`src/rtl/ips_pkg.sv`:
```
// ips_pkg: shared types, constants and helper functions of the image parameter stack
// no dependencies; used by ips_core and image_parameter_stack
`default_nettype none

package ips_pkg;

    // stack geometry and coordinate storage width
    localparam int DEPTH      = 4;
    localparam int COORD_BITS = 16;
    localparam int PTR_W      = (DEPTH > 1) ? $clog2(DEPTH) : 1;
    localparam int FIELD_W    = 16;
    localparam int LVL_W      = 2;

    localparam logic [PTR_W-1:0] TP_MAX = PTR_W'(DEPTH - 1);

    // action codes
    typedef enum logic [2:0] {
        ACT_LOAD   = 3'd0,
        ACT_POP    = 3'd1,
        ACT_PUSH   = 3'd2,
        ACT_SWAP   = 3'd3,
        ACT_ORIGIN = 3'd4,
        ACT_SIZE   = 3'd5,
        ACT_READ   = 3'd6
    } t_action;

    // status codes
    typedef enum logic [2:0] {
        STS_OK         = 3'd0,
        STS_UNDERFLOW  = 3'd1,
        STS_OVERFLOW   = 3'd2,
        STS_BAD_ORIGIN = 3'd3,
        STS_BAD_SIZE   = 3'd4,
        STS_UNKNOWN    = 3'd5
    } t_status;

    // sequencer states
    typedef enum logic [1:0] {
        ST_IDLE,
        ST_POP,
        ST_SWAP,
        ST_SWAP_WR
    } t_state;

    // one stored record
    typedef struct packed {
        logic [COORD_BITS-1:0] ox;
        logic [COORD_BITS-1:0] oy;
        logic [COORD_BITS-1:0] sx;
        logic [COORD_BITS-1:0] sy;
    } t_rec;

    localparam int REC_W = $bits(t_rec);

    localparam t_rec REC_RESET = '{
        ox: '0,
        oy: '0,
        sx: COORD_BITS'(1),
        sy: COORD_BITS'(1)
    };

    // input item
    typedef struct packed {
        logic [2:0]                action;
        logic signed [FIELD_W-1:0] origin_x;
        logic signed [FIELD_W-1:0] origin_y;
        logic signed [FIELD_W-1:0] size_x;
        logic signed [FIELD_W-1:0] size_y;
    } t_in_item;

    // result item
    typedef struct packed {
        logic signed [FIELD_W-1:0] top_origin_x;
        logic signed [FIELD_W-1:0] top_origin_y;
        logic signed [FIELD_W-1:0] top_size_x;
        logic signed [FIELD_W-1:0] top_size_y;
        logic [LVL_W-1:0]          top_level;
        logic [2:0]                status;
    } t_out_item;

    // core status toward the handshake logic
    typedef struct packed {
        logic idle;
        logic done;
    } t_core_stat;

    // sign-extend an input field, keep the stored width
    function automatic logic [COORD_BITS-1:0] to_coord(input logic signed [FIELD_W-1:0] v);
        logic [31:0] ext;
        ext = 32'(v);
        return ext[COORD_BITS-1:0];
    endfunction

    // stored coordinate to output field width
    function automatic logic [FIELD_W-1:0] to_out(input logic [COORD_BITS-1:0] c);
        logic [31:0] ext;
        ext = 32'(c);
        return ext[FIELD_W-1:0];
    endfunction

    // stack pointer to output level width
    function automatic logic [LVL_W-1:0] to_lvl(input logic [PTR_W-1:0] p);
        logic [31:0] ext;
        ext = 32'(p);
        return ext[LVL_W-1:0];
    endfunction

    // size check: negative or zero is rejected
    function automatic logic below_one(input logic signed [FIELD_W-1:0] v);
        return v[FIELD_W-1] || (v == '0);
    endfunction

endpackage

`default_nettype wire

```
`src/rtl/image_parameter_stack.sv`:
```
// image_parameter_stack: top level with input handshake and result register
// depends on ips_pkg and ips_core
`default_nettype none

// Stack of image-parameter records (origin x/y, size x/y) with the current
// record on top. Each input item carries one action (load, pop, push
// duplicate, swap, set origin, set size, read) and yields exactly one result
// item with the top record, its level and a status. Records live in a small
// ram with a registered read; the top record is also held in registers.
// Load, push, set origin, set size, read and rejected actions finish in the
// idle state; pop makes one ram read, and swap makes one ram read and two ram
// writes through the single write port. Results wait in an output register,
// and a new item is taken in the cycle that register is emptied. No clearing
// pass is needed after reset: per-entry valid bits make unwritten levels read
// as origin 0,0 and size 1,1.
module image_parameter_stack (
    input  wire logic                i_clk,
    input  wire logic                i_rst_n,
    input  wire logic                i_in_valid,
    output logic                     o_in_ready,
    input  wire ips_pkg::t_in_item   i_in_item,
    output logic                     o_out_valid,
    input  wire logic                i_out_ready,
    output ips_pkg::t_out_item       o_out_item
);

    ips_pkg::t_core_stat  stat;
    ips_pkg::t_out_item   res;
    logic                 start;

    logic                 r_out_vld, n_out_vld;
    ips_pkg::t_out_item   r_out_item, n_out_item;

    // action sequencer and record store
    ips_core u_core (
        .i_clk  (i_clk),
        .i_rst_n(i_rst_n),
        .i_start(start),
        .i_item (i_in_item),
        .o_stat (stat),
        .o_res  (res)
    );

    // take an item when idle and the result slot is free or being freed
    assign o_in_ready = stat.idle && (!r_out_vld || i_out_ready);
    assign start      = i_in_valid && o_in_ready;

    // result register next values
    always_comb begin
        n_out_vld  = r_out_vld;
        n_out_item = r_out_item;
        if (stat.done) begin
            n_out_vld  = 1'b1;
            n_out_item = res;
        end else if (i_out_ready) begin
            n_out_vld = 1'b0;
        end
    end

    always_ff @(posedge i_clk) begin
        if (!i_rst_n) begin
            r_out_vld <= 1'b0;
        end else begin
            r_out_vld <= n_out_vld;
        end
    end

    always_ff @(posedge i_clk) begin
        r_out_item <= n_out_item;
    end

    assign o_out_valid = r_out_vld;
    assign o_out_item  = r_out_item;

endmodule

`default_nettype wire

```
`src/rtl/ips_ram.sv`:
```
// ips_ram: generic single-write, single-read ram with registered read data
// no dependencies
`default_nettype none

module ips_ram #(
    parameter int WIDTH = 64,
    parameter int DEPTH = 4
) (
    input  wire logic                          i_clk,
    input  wire logic                          i_we,
    input  wire logic [$clog2(DEPTH)-1:0]      i_waddr,
    input  wire logic [WIDTH-1:0]              i_wdata,
    input  wire logic                          i_re,
    input  wire logic [$clog2(DEPTH)-1:0]      i_raddr,
    output logic      [WIDTH-1:0]              o_rdata
);

    logic [WIDTH-1:0] r_mem [DEPTH];
    logic [WIDTH-1:0] r_rdata;

    // write port
    always_ff @(posedge i_clk) begin
        if (i_we) begin
            r_mem[i_waddr] <= i_wdata;
        end
    end

    // registered read port
    always_ff @(posedge i_clk) begin
        if (i_re) begin
            r_rdata <= r_mem[i_raddr];
        end
    end

    assign o_rdata = r_rdata;

endmodule

`default_nettype wire

```
`src/rtl/ips_core.sv`:
```
// ips_core: action sequencer, cached top record and record ram control
// depends on ips_pkg and ips_ram
`default_nettype none

module ips_core (
    input  wire logic               i_clk,
    input  wire logic               i_rst_n,
    input  wire logic               i_start,
    input  wire ips_pkg::t_in_item  i_item,
    output ips_pkg::t_core_stat     o_stat,
    output ips_pkg::t_out_item      o_res
);

    ips_pkg::t_state                  r_state, n_state;
    logic [ips_pkg::PTR_W-1:0]        r_tp, n_tp;
    logic [ips_pkg::PTR_W-1:0]        r_other, n_other;
    ips_pkg::t_rec                    r_top, n_top;
    logic [ips_pkg::DEPTH-1:0]        r_vld;
    logic                             r_rd_vld;

    logic                             we;
    logic [ips_pkg::PTR_W-1:0]        waddr;
    ips_pkg::t_rec                    wdata;
    logic                             re;
    logic [ips_pkg::PTR_W-1:0]        raddr;
    logic [ips_pkg::REC_W-1:0]        rdata;
    ips_pkg::t_rec                    rd_rec;
    logic                             done;
    ips_pkg::t_status                 status;
    logic [ips_pkg::PTR_W-1:0]        other;

    // record store
    ips_ram #(
        .WIDTH(ips_pkg::REC_W),
        .DEPTH(ips_pkg::DEPTH)
    ) u_ram (
        .i_clk  (i_clk),
        .i_we   (we),
        .i_waddr(waddr),
        .i_wdata(wdata),
        .i_re   (re),
        .i_raddr(raddr),
        .o_rdata(rdata)
    );

    // never-written entries read as the reset record
    assign rd_rec = r_rd_vld ? ips_pkg::t_rec'(rdata) : ips_pkg::REC_RESET;

    // swap partner: level 1 at the bottom, else the level below
    assign other = (r_tp == '0) ? ips_pkg::PTR_W'(1) : r_tp - 1'b1;

    // next state, ram access and result
    always_comb begin
        n_state = r_state;
        n_tp    = r_tp;
        n_top   = r_top;
        n_other = r_other;
        we      = 1'b0;
        waddr   = r_tp;
        wdata   = r_top;
        re      = 1'b0;
        raddr   = r_tp;
        done    = 1'b0;
        status  = ips_pkg::STS_OK;

        unique case (r_state)
            ips_pkg::ST_IDLE: begin
                if (i_start) begin
                    unique case (ips_pkg::t_action'(i_item.action))
                        ips_pkg::ACT_LOAD: begin
                            n_top.ox = ips_pkg::to_coord(i_item.origin_x);
                            n_top.oy = ips_pkg::to_coord(i_item.origin_y);
                            n_top.sx = ips_pkg::to_coord(i_item.size_x);
                            n_top.sy = ips_pkg::to_coord(i_item.size_y);
                            we       = 1'b1;
                            wdata    = n_top;
                            done     = 1'b1;
                        end
                        ips_pkg::ACT_POP: begin
                            if (r_tp == '0) begin
                                status = ips_pkg::STS_UNDERFLOW;
                                done   = 1'b1;
                            end else begin
                                re      = 1'b1;
                                raddr   = r_tp - 1'b1;
                                n_state = ips_pkg::ST_POP;
                            end
                        end
                        ips_pkg::ACT_PUSH: begin
                            if (r_tp == ips_pkg::TP_MAX) begin
                                status = ips_pkg::STS_OVERFLOW;
                            end else begin
                                we    = 1'b1;
                                waddr = r_tp + 1'b1;
                                wdata = r_top;
                                n_tp  = r_tp + 1'b1;
                            end
                            done = 1'b1;
                        end
                        ips_pkg::ACT_SWAP: begin
                            re      = 1'b1;
                            raddr   = other;
                            n_other = other;
                            n_state = ips_pkg::ST_SWAP;
                        end
                        ips_pkg::ACT_ORIGIN: begin
                            if (i_item.origin_x[ips_pkg::FIELD_W-1] ||
                                i_item.origin_y[ips_pkg::FIELD_W-1]) begin
                                status = ips_pkg::STS_BAD_ORIGIN;
                            end else begin
                                n_top.ox = ips_pkg::to_coord(i_item.origin_x);
                                n_top.oy = ips_pkg::to_coord(i_item.origin_y);
                                we       = 1'b1;
                                wdata    = n_top;
                            end
                            done = 1'b1;
                        end
                        ips_pkg::ACT_SIZE: begin
                            if (ips_pkg::below_one(i_item.size_x) ||
                                ips_pkg::below_one(i_item.size_y)) begin
                                status = ips_pkg::STS_BAD_SIZE;
                            end else begin
                                n_top.sx = ips_pkg::to_coord(i_item.size_x);
                                n_top.sy = ips_pkg::to_coord(i_item.size_y);
                                we       = 1'b1;
                                wdata    = n_top;
                            end
                            done = 1'b1;
                        end
                        ips_pkg::ACT_READ: begin
                            done = 1'b1;
                        end
                        default: begin
                            status = ips_pkg::STS_UNKNOWN;
                            done   = 1'b1;
                        end
                    endcase
                end
            end
            ips_pkg::ST_POP: begin
                // level below becomes the new top
                n_top   = rd_rec;
                n_tp    = r_tp - 1'b1;
                done    = 1'b1;
                n_state = ips_pkg::ST_IDLE;
            end
            ips_pkg::ST_SWAP: begin
                // old top goes to the partner slot
                we      = 1'b1;
                waddr   = r_other;
                wdata   = r_top;
                n_top   = rd_rec;
                done    = 1'b1;
                n_state = ips_pkg::ST_SWAP_WR;
            end
            ips_pkg::ST_SWAP_WR: begin
                // partner record goes to the top slot
                we      = 1'b1;
                waddr   = r_tp;
                wdata   = r_top;
                n_state = ips_pkg::ST_IDLE;
            end
            default: begin
                n_state = ips_pkg::ST_IDLE;
            end
        endcase
    end

    // control state and cached top
    always_ff @(posedge i_clk) begin
        if (!i_rst_n) begin
            r_state  <= ips_pkg::ST_IDLE;
            r_tp     <= '0;
            r_top    <= ips_pkg::REC_RESET;
            r_vld    <= '0;
            r_rd_vld <= 1'b0;
            r_other  <= '0;
        end else begin
            r_state <= n_state;
            r_tp    <= n_tp;
            r_top   <= n_top;
            r_other <= n_other;
            if (we) begin
                r_vld[waddr] <= 1'b1;
            end
            if (re) begin
                r_rd_vld <= r_vld[raddr];
            end
        end
    end

    // status and result toward the output register
    assign o_stat.idle = (r_state == ips_pkg::ST_IDLE);
    assign o_stat.done = done;

    assign o_res.top_origin_x = ips_pkg::to_out(n_top.ox);
    assign o_res.top_origin_y = ips_pkg::to_out(n_top.oy);
    assign o_res.top_size_x   = ips_pkg::to_out(n_top.sx);
    assign o_res.top_size_y   = ips_pkg::to_out(n_top.sy);
    assign o_res.top_level    = ips_pkg::to_lvl(n_tp);
    assign o_res.status       = status;

    // an item starts only while the sequencer is idle
    a_start_idle: assert property (@(posedge i_clk) disable iff (!i_rst_n)
        i_start |-> r_state == ips_pkg::ST_IDLE)
        else $error("item started while sequencer busy");

    // the pointer moves by at most one level per cycle
    a_tp_step: assert property (@(posedge i_clk) disable iff (!i_rst_n)
        ($past(i_rst_n) && r_tp != $past(r_tp)) |->
        (r_tp == ips_pkg::PTR_W'($past(r_tp) + 1'b1) ||
         r_tp == ips_pkg::PTR_W'($past(r_tp) - 1'b1)))
        else $error("stack pointer jumped");

    // no ram write while a pop read is returning
    a_pop_no_write: assert property (@(posedge i_clk) disable iff (!i_rst_n)
        r_state == ips_pkg::ST_POP |-> !we)
        else $error("ram write during pop");

    // swap always finishes with the second write-back
    a_swap_wb: assert property (@(posedge i_clk) disable iff (!i_rst_n)
        r_state == ips_pkg::ST_SWAP |=> (r_state == ips_pkg::ST_SWAP_WR && we))
        else $error("swap write-back missing");

endmodule

`default_nettype wire
```
`config.mk`:
```
export PLATFORM = sky130hd
export DESIGN_NAME = image_parameter_stack
export DESIGN_NICKNAME = d
export VERILOG_FILES = /design/src/rtl/ips_pkg.sv /design/src/rtl/image_parameter_stack.sv /design/src/rtl/ips_ram.sv /design/src/rtl/ips_core.sv
export SDC_FILE = /design/constraint.sdc
export NUM_CORES = 1
export LEC_CHECK = 0
export ABC_AREA = 0
export BUFFER_PORTS_ARGS = -buffer_cell sky130_fd_sc_hd__buf_2
export CORE_MARGIN = 10
export CORE_UTILIZATION = 55
export DETAILED_ROUTE_END_ITERATION = 10
export GPL_TIMING_DRIVEN = 0
export PLACE_DENSITY = 0.74
export SETUP_SLACK_MARGIN = 0.5
export SLEW_MARGIN = 5
export SYNTH_ARGS = -nofsm -noshare
export SYNTH_HDL_FRONTEND = slang
export SYNTH_SLANG_ARGS = --single-unit
```
`constraint.sdc`:
```
create_clock -name i_clk -period 30.3 [get_ports i_clk]
set_clock_uncertainty 0.2 [all_clocks]
set_input_delay 3.03 -clock i_clk [delete_from_list [all_inputs] [get_ports i_clk]]
set_output_delay 3.03 -clock i_clk [all_outputs]
set_load 0.02 [all_outputs]
```
==> out/qor.yml, run 1 <==
status: "complete, no violations"
dp.cells: 1781
place.gp.congestion: 0.8467
post_synth_main_area_contributors: "edfxtp_1 (62%), dfxtp_1 (8.1%), mux4_2 (7.7%), mux2_2 (3.7%), a22o_1 (2.9%)"
whs_ns: 0.2705
row_count: 67
initial_core_util_pct: 55.98
portBuffers: 140
die_x_microns: 205.0
routedWlPerCell_microns: 25.08
syn_area_sq_mm: 0.01882
postLayoutCellArea_sq_mm: 0.02208
path_delay_family: "buffers and inverters"
io-pin-count: 142
antenna_found_initial: 6
area_growth_pct: 17.33
drt-pass1-iter-count: 7
power_density_mw_per_mm2: 93.66
drc_errors: 0
max_freq_mhz: 140.0
place_ws_ns: 23.36
setup_viol: 0
min_period_ns: 7.141
via_per_inst: 6.255
fin_crit_sh_pct: 23.57
worst_slack_ns: 23.16
mostFrequentLayoutCells: "edfxtp_1 (389), buf_2 (160), nand2_1 (87)"
vdd_ir_drop_max_uv: 56.17
yosysUniqueCellTypes: 53
crit_top_cell: "clkbuf_1"
timing_hold_violations_final: 0
die_y_microns: 205.0
crit_fanout: 10
cp.required_ns: 27.07
worstSetupPathType: "flop to output pin"
hpwl_microns: 32140
setup.worst_path.start_class: "flop"
final_common_cell: "edfxtp_1"
clk_pin_slew_worst_paths_ns: 0.06
arrival_ns: 3.91
synthCells: 1139
holdCritPathClass: "flop to flop"
track_usage_pct: 22.05
multiInputGateArea_sq_mm: 0.005125
worst-path-buf-inv: 6
post_cts_resized: 0
clock_sinks: 465
syn_nets: 1219
cts_hold_buf: 0
async_reset_ff_share_pct: 0
drive_above_1_share_pct: 30.06
seq_area_sq_mm: 0.01320
cts_buffers: 46
initialDrtViolationCount: 1436
htree_levels: 2
ys.flop_type: "edfxtp_1"
synth_top_area_share_pct: 62.07
cp_cell_sequence: "inv_1, ha_1, clkbuf_1, clkbuf_1, clkbuf_1, buf_1, and2_1, buf_2"
grt_pass1_wl_microns: 70700
n_fill_cell: 2311
grt_overflow: 0
clk_latency_ns: 0.55
synth-edff-count: 389
grt_max_degree: 26
maxCapViolations: 0
worst_slew_pin_slew_ns: 0.9073
drv_slew: 0
cp_slowest_stage_delay_ns: 0.68
seq_area_frac_synth_pct: 70.15
ys_ff_latch: 465
end_kind: "output pin"
postSynthAreaPerCell_sq_um: 16.52
cts_setup_buffers: 0
cts-root-buf: "clkbuf_16"
slew_headroom_pct: 39.37
placed_area_sq_mm: 0.02063
ant_nets: 0
cts_tree: "built"
slowest_stage: "buf_1"
drt_wl_total_microns: 46850
synth_top_cell_by_area: "edfxtp_1"
final_cells: 1868
layout.nets: 1461
num_vias: 11680
core-area_sq_mm: 0.03362
dieArea_sq_mm: 0.04202
p_leak_uw: 0.008548
fin_setup_tns_ns: 0
cts_buffer_depth: 3
ys_warn_count: 0
grt_pass1_vias: 11740
rsz0062_at_grt: "no"
==> through the flow <==
step / util, % / total power [uW]
finish: 65.68 / 2068
global route: 65.68 / 2154
CTS: 65.66 / 2079
detailed placement: 61.36 / 1531
global placement: 59.74 / 1504
floorplan: - / 1300
==> kinds of logic after synthesis <==
kind of cell | after synthesis | synth area share [%]
adder cells (fa/ha/maj) | 9 | 0.5984
flip-flops | 465 | 70.15
AO/OA/AOI/OAI | 199 | 8.862
XOR/XNOR | 1 | 0.04655
AND/OR/NAND/NOR | 217 | 5.877
buffers and inverters | 117 | 2.826
multiplexers | 131 | 11.63
==> metal layers <==
layer	share of wire, %	GRT usage (%)	wire (microns)
met5	0.062	0	29
met4	2.6	7.745	1225
met3	8.4	4.107	3918
met2	49	35.95	22990
met1	40	29.25	18690
==> cells in the mapped netlist, types with 2 or more instances <==
| cell type | instances |
|---|---|
| buf_1 | 2 |
| a31oi_1 | 10 |
| nand4_1 | 3 |
| nand2_1 | 87 |
| nor4b_1 | 2 |
| edfxtp_1 | 389 |
| a211o_1 | 22 |
| buf_4 | 2 |
| nor4_1 | 10 |
| ha_1 | 9 |
| a21boi_0 | 2 |
| a221oi_1 | 2 |
| buf_6 | 8 |
| nand3_1 | 12 |
| and3_1 | 24 |
| o211ai_1 | 3 |
| mux2_2 | 62 |
| a21oi_1 | 9 |
| a22oi_1 | 2 |
| a222oi_1 | 30 |
| dfxtp_1 | 76 |
| mux4_2 | 64 |
| nor2_1 | 23 |
| buf_2 | 20 |
| nand2b_1 | 5 |
| nor3_1 | 2 |
| o21ai_0 | 12 |
| a32o_1 | 2 |
| mux2i_1 | 5 |
| o21a_1 | 5 |
| a211oi_1 | 3 |
| nor2b_1 | 32 |
| a22o_1 | 62 |
| o221ai_1 | 28 |
| inv_1 | 39 |
| clkbuf_1 | 46 |
| and2_1 | 9 |
==> report_power, final <==
part / leakage [uW] / switching (uW) / internal [uW]
clock: 0.000709 / 231 / 320
combinational: 0.00357 / 390 / 230
sequential: 0.00427 / 35.2 / 862
==> registers in the layout, indices dropped and copies added, names as in the netlist <==
| signal | cells |
|---|---|
| u_core.r_rd_vld | 1 |
| u_core.r_tp | 2 |
| o_out_item | 69 |
| u_core.r_other | 2 |
| u_core.r_state | 2 |
| u_core.u_ram.r_mem | 256 |
| u_core.u_ram.o_rdata | 64 |
| u_core.r_vld | 4 |
| o_out_valid | 1 |
| u_core.r_top | 64 |
==> final timing paths <==
check	start	endpoint	slack (ns)	cells after the start
max	u_core.r_state[0]$_SDFFE_PN0P_	o_in_ready	23.16	8
min	u_core.r_vld[3]$_SDFFE_PN0P_	u_core.r_vld[3]$_SDFFE_PN0P_	0.27	1
max reg2reg	u_core.r_state[0]$_SDFFE_PN0P_	u_core.u_ram.r_mem[1][42]$_DFFE_PP_	26.71	10
min reg2reg	u_core.r_vld[3]$_SDFFE_PN0P_	u_core.r_vld[3]$_SDFFE_PN0P_	0.27	1
==> cell type report <==
class	instances	area share (%)
inverters	39	0.6630
repair buffers	194	5.463
clock inverters	19	0.7367
diodes	3	0.03400
flip-flops and latches	465	59.80
multi-input cells	557	23.21
well taps	448	2.539
plain buffers	78	1.745
clock buffers	65	5.814
Power figures use the tool's default switching activity.
==> run 2: changes to the inputs <==
Clock period 30.3 ns to 6.7 ns, I/O delays scaled along.
==> out/qor.yml, run 2 (synthesis gave the netlist of run 1 again) <==
core-area_sq_mm: 0.03362
cts_tree: "built"
cp_cell_sequence: "inv_1, ha_1, clkbuf_1, clkbuf_1, clkbuf_1, buf_1, and2_1, buf_2"
setup.worst_path.start_class: "flop"
clk_pin_slew_worst_paths_ns: 0.06
seq_area_sq_mm: 0.01320
max_freq_mhz: 213.4
dieArea_sq_mm: 0.04202
maxCapViolations: 0
via_per_inst: 6.266
clk_latency_ns: 0.56
antenna_found_initial: 12
drc_errors: 0
multiInputGateArea_sq_mm: 0.005160
cts_buffer_depth: 3
cp.required_ns: 5.83
timing_hold_violations_final: 0
routedWlPerCell_microns: 25.09
drt_wl_total_microns: 46540
cts_buffers: 47
crit_fanout: 10
post-route-util_pct: 66.01
fin_crit_sh_pct: 69.93
cts_setup_buffers: 0
p_leak_uw: 0.008535
largest_reg_flops: 256
post_cts_resized: 0
crit_top_cell: "clkbuf_1"
grt_max_degree: 27
end_kind: "output pin"
drv_slew: 0
io-pin-count: 142
n_fill_cell: 2291
final_common_cell: "edfxtp_1"
layout.nets: 1441
mostFrequentLayoutCells: "edfxtp_1 (389), buf_2 (160), nand2_1 (87)"
cts-root-buf: "clkbuf_16"
initialDrtViolationCount: 1221
portBuffers: 140
slowest_stage: "buf_1"
place.gp.congestion: 0.8628
worstSetupPathType: "flop to output pin"
vdd_ir_drop_max_uv: 222.7
top_register: "u_core.u_ram.r_mem"
num_vias: 11620
min_period_ns: 4.686
drt-pass1-iter-count: 6
die_x_microns: 205.0
htree_levels: 2
hpwl_microns: 31490
worst_slack_ns: 2.014
grt_overflow: 0
clock_sinks: 465
drive_above_1_share_pct: 29.52
row_count: 67
worst_slew_pin_slew_ns: 0.8525
cp_slowest_stage_delay_ns: 0.60
grt_pass1_vias: 11680
power_density_mw_per_mm2: 425.6
die_y_microns: 205.0
ant_nets: 0
slew_headroom_pct: 43.17
arrival_ns: 3.82
area_growth_pct: 17.90
setup_viol: 0
track_usage_pct: 21.90
rsz0062_at_grt: "no"
initial_core_util_pct: 55.98
cts_hold_buf: 0
place_ws_ns: 2.478
grt_pass1_wl_microns: 70010
holdCritPathClass: "input port to flop"
status: "complete, no violations"
[run 2: changes by cell type in the layout (fill, tap and decap cells not counted), sizes merged]
cell    delta
clkinv     +1
buf       -21
diode      +5
bufinv     -1
clkbuf     +3
[run 2: critical path, delay by kind of cell (launching register included)]
family,cells,cell delay (ns)
adders and majority gates,1,0.20
and+or+nand+nor,1,0.31
buffers and inverters,6,2.40
DFF,1,0.33
[run 2: area by class of cell]
cell class | count | share of cell area [%]
antenna | 8 | 0.09022
sequential | 465 | 59.50
tap | 448 | 2.526
inverter | 39 | 0.6597
buffer | 78 | 1.737
timing repair buffer | 173 | 5.458
clock inverter | 19 | 0.6485
multi-input combinational | 557 | 23.25
clock buffer | 68 | 6.124
[run 2: path summary, 6_finish.rpt]
check	start	slack, ns	endpoint	cells past startpoint
worst min register to register	u_core.r_vld[2]$_SDFFE_PN0P_	0.28	u_core.r_vld[2]$_SDFFE_PN0P_	1
worst min-delay path	i_in_item[10]	0.25	u_core.r_top[10]$_SDFF_PN0_	3
worst max-delay path	u_core.r_state[1]$_SDFFE_PN0P_	2.01	o_in_ready	8
worst max register to register	u_core.r_state[1]$_SDFFE_PN0P_	2.75	u_core.u_ram.r_mem[1][63]$_DFFE_PP_	11
[run 2: per-layer routing]
metal | track usage [%] | vias to the layer above | routed length, microns
met5 | 0 | - | 45
met4 | 8.716 | 10 | 1621
met3 | 4.375 | 110 | 3976
met2 | 35.44 | 575 | 22600
met1 | 28.65 | 5895 | 18290
li1 | - | 5033 | -
[run 2: per-stage QoR]
step | setup TNS [ns] | power (uW) | hold slack, ns | cell area (sq um) | cells
CTS | 0 | 9484 | 0.2392 | 22170 | 1847
finish | 0 | 9444 | 0.2526 | 22190 | 1855
global placement | -784.56 | 6552 | 0.2441 | 20110 | 1727
floorplan | 0 | 5864 | 0.2352 | 18840 | 1139
global route | 0 | 9817 | 0.2556 | 22180 | 1852
detailed placement | 0 | 6950 | 0.2616 | 20670 | 1760
[run 2: where the power goes]
part / internal [uW] / switching, uW
logic: 1050 / 1790
registers: 3900 / 158
clock network: 1490 / 1060
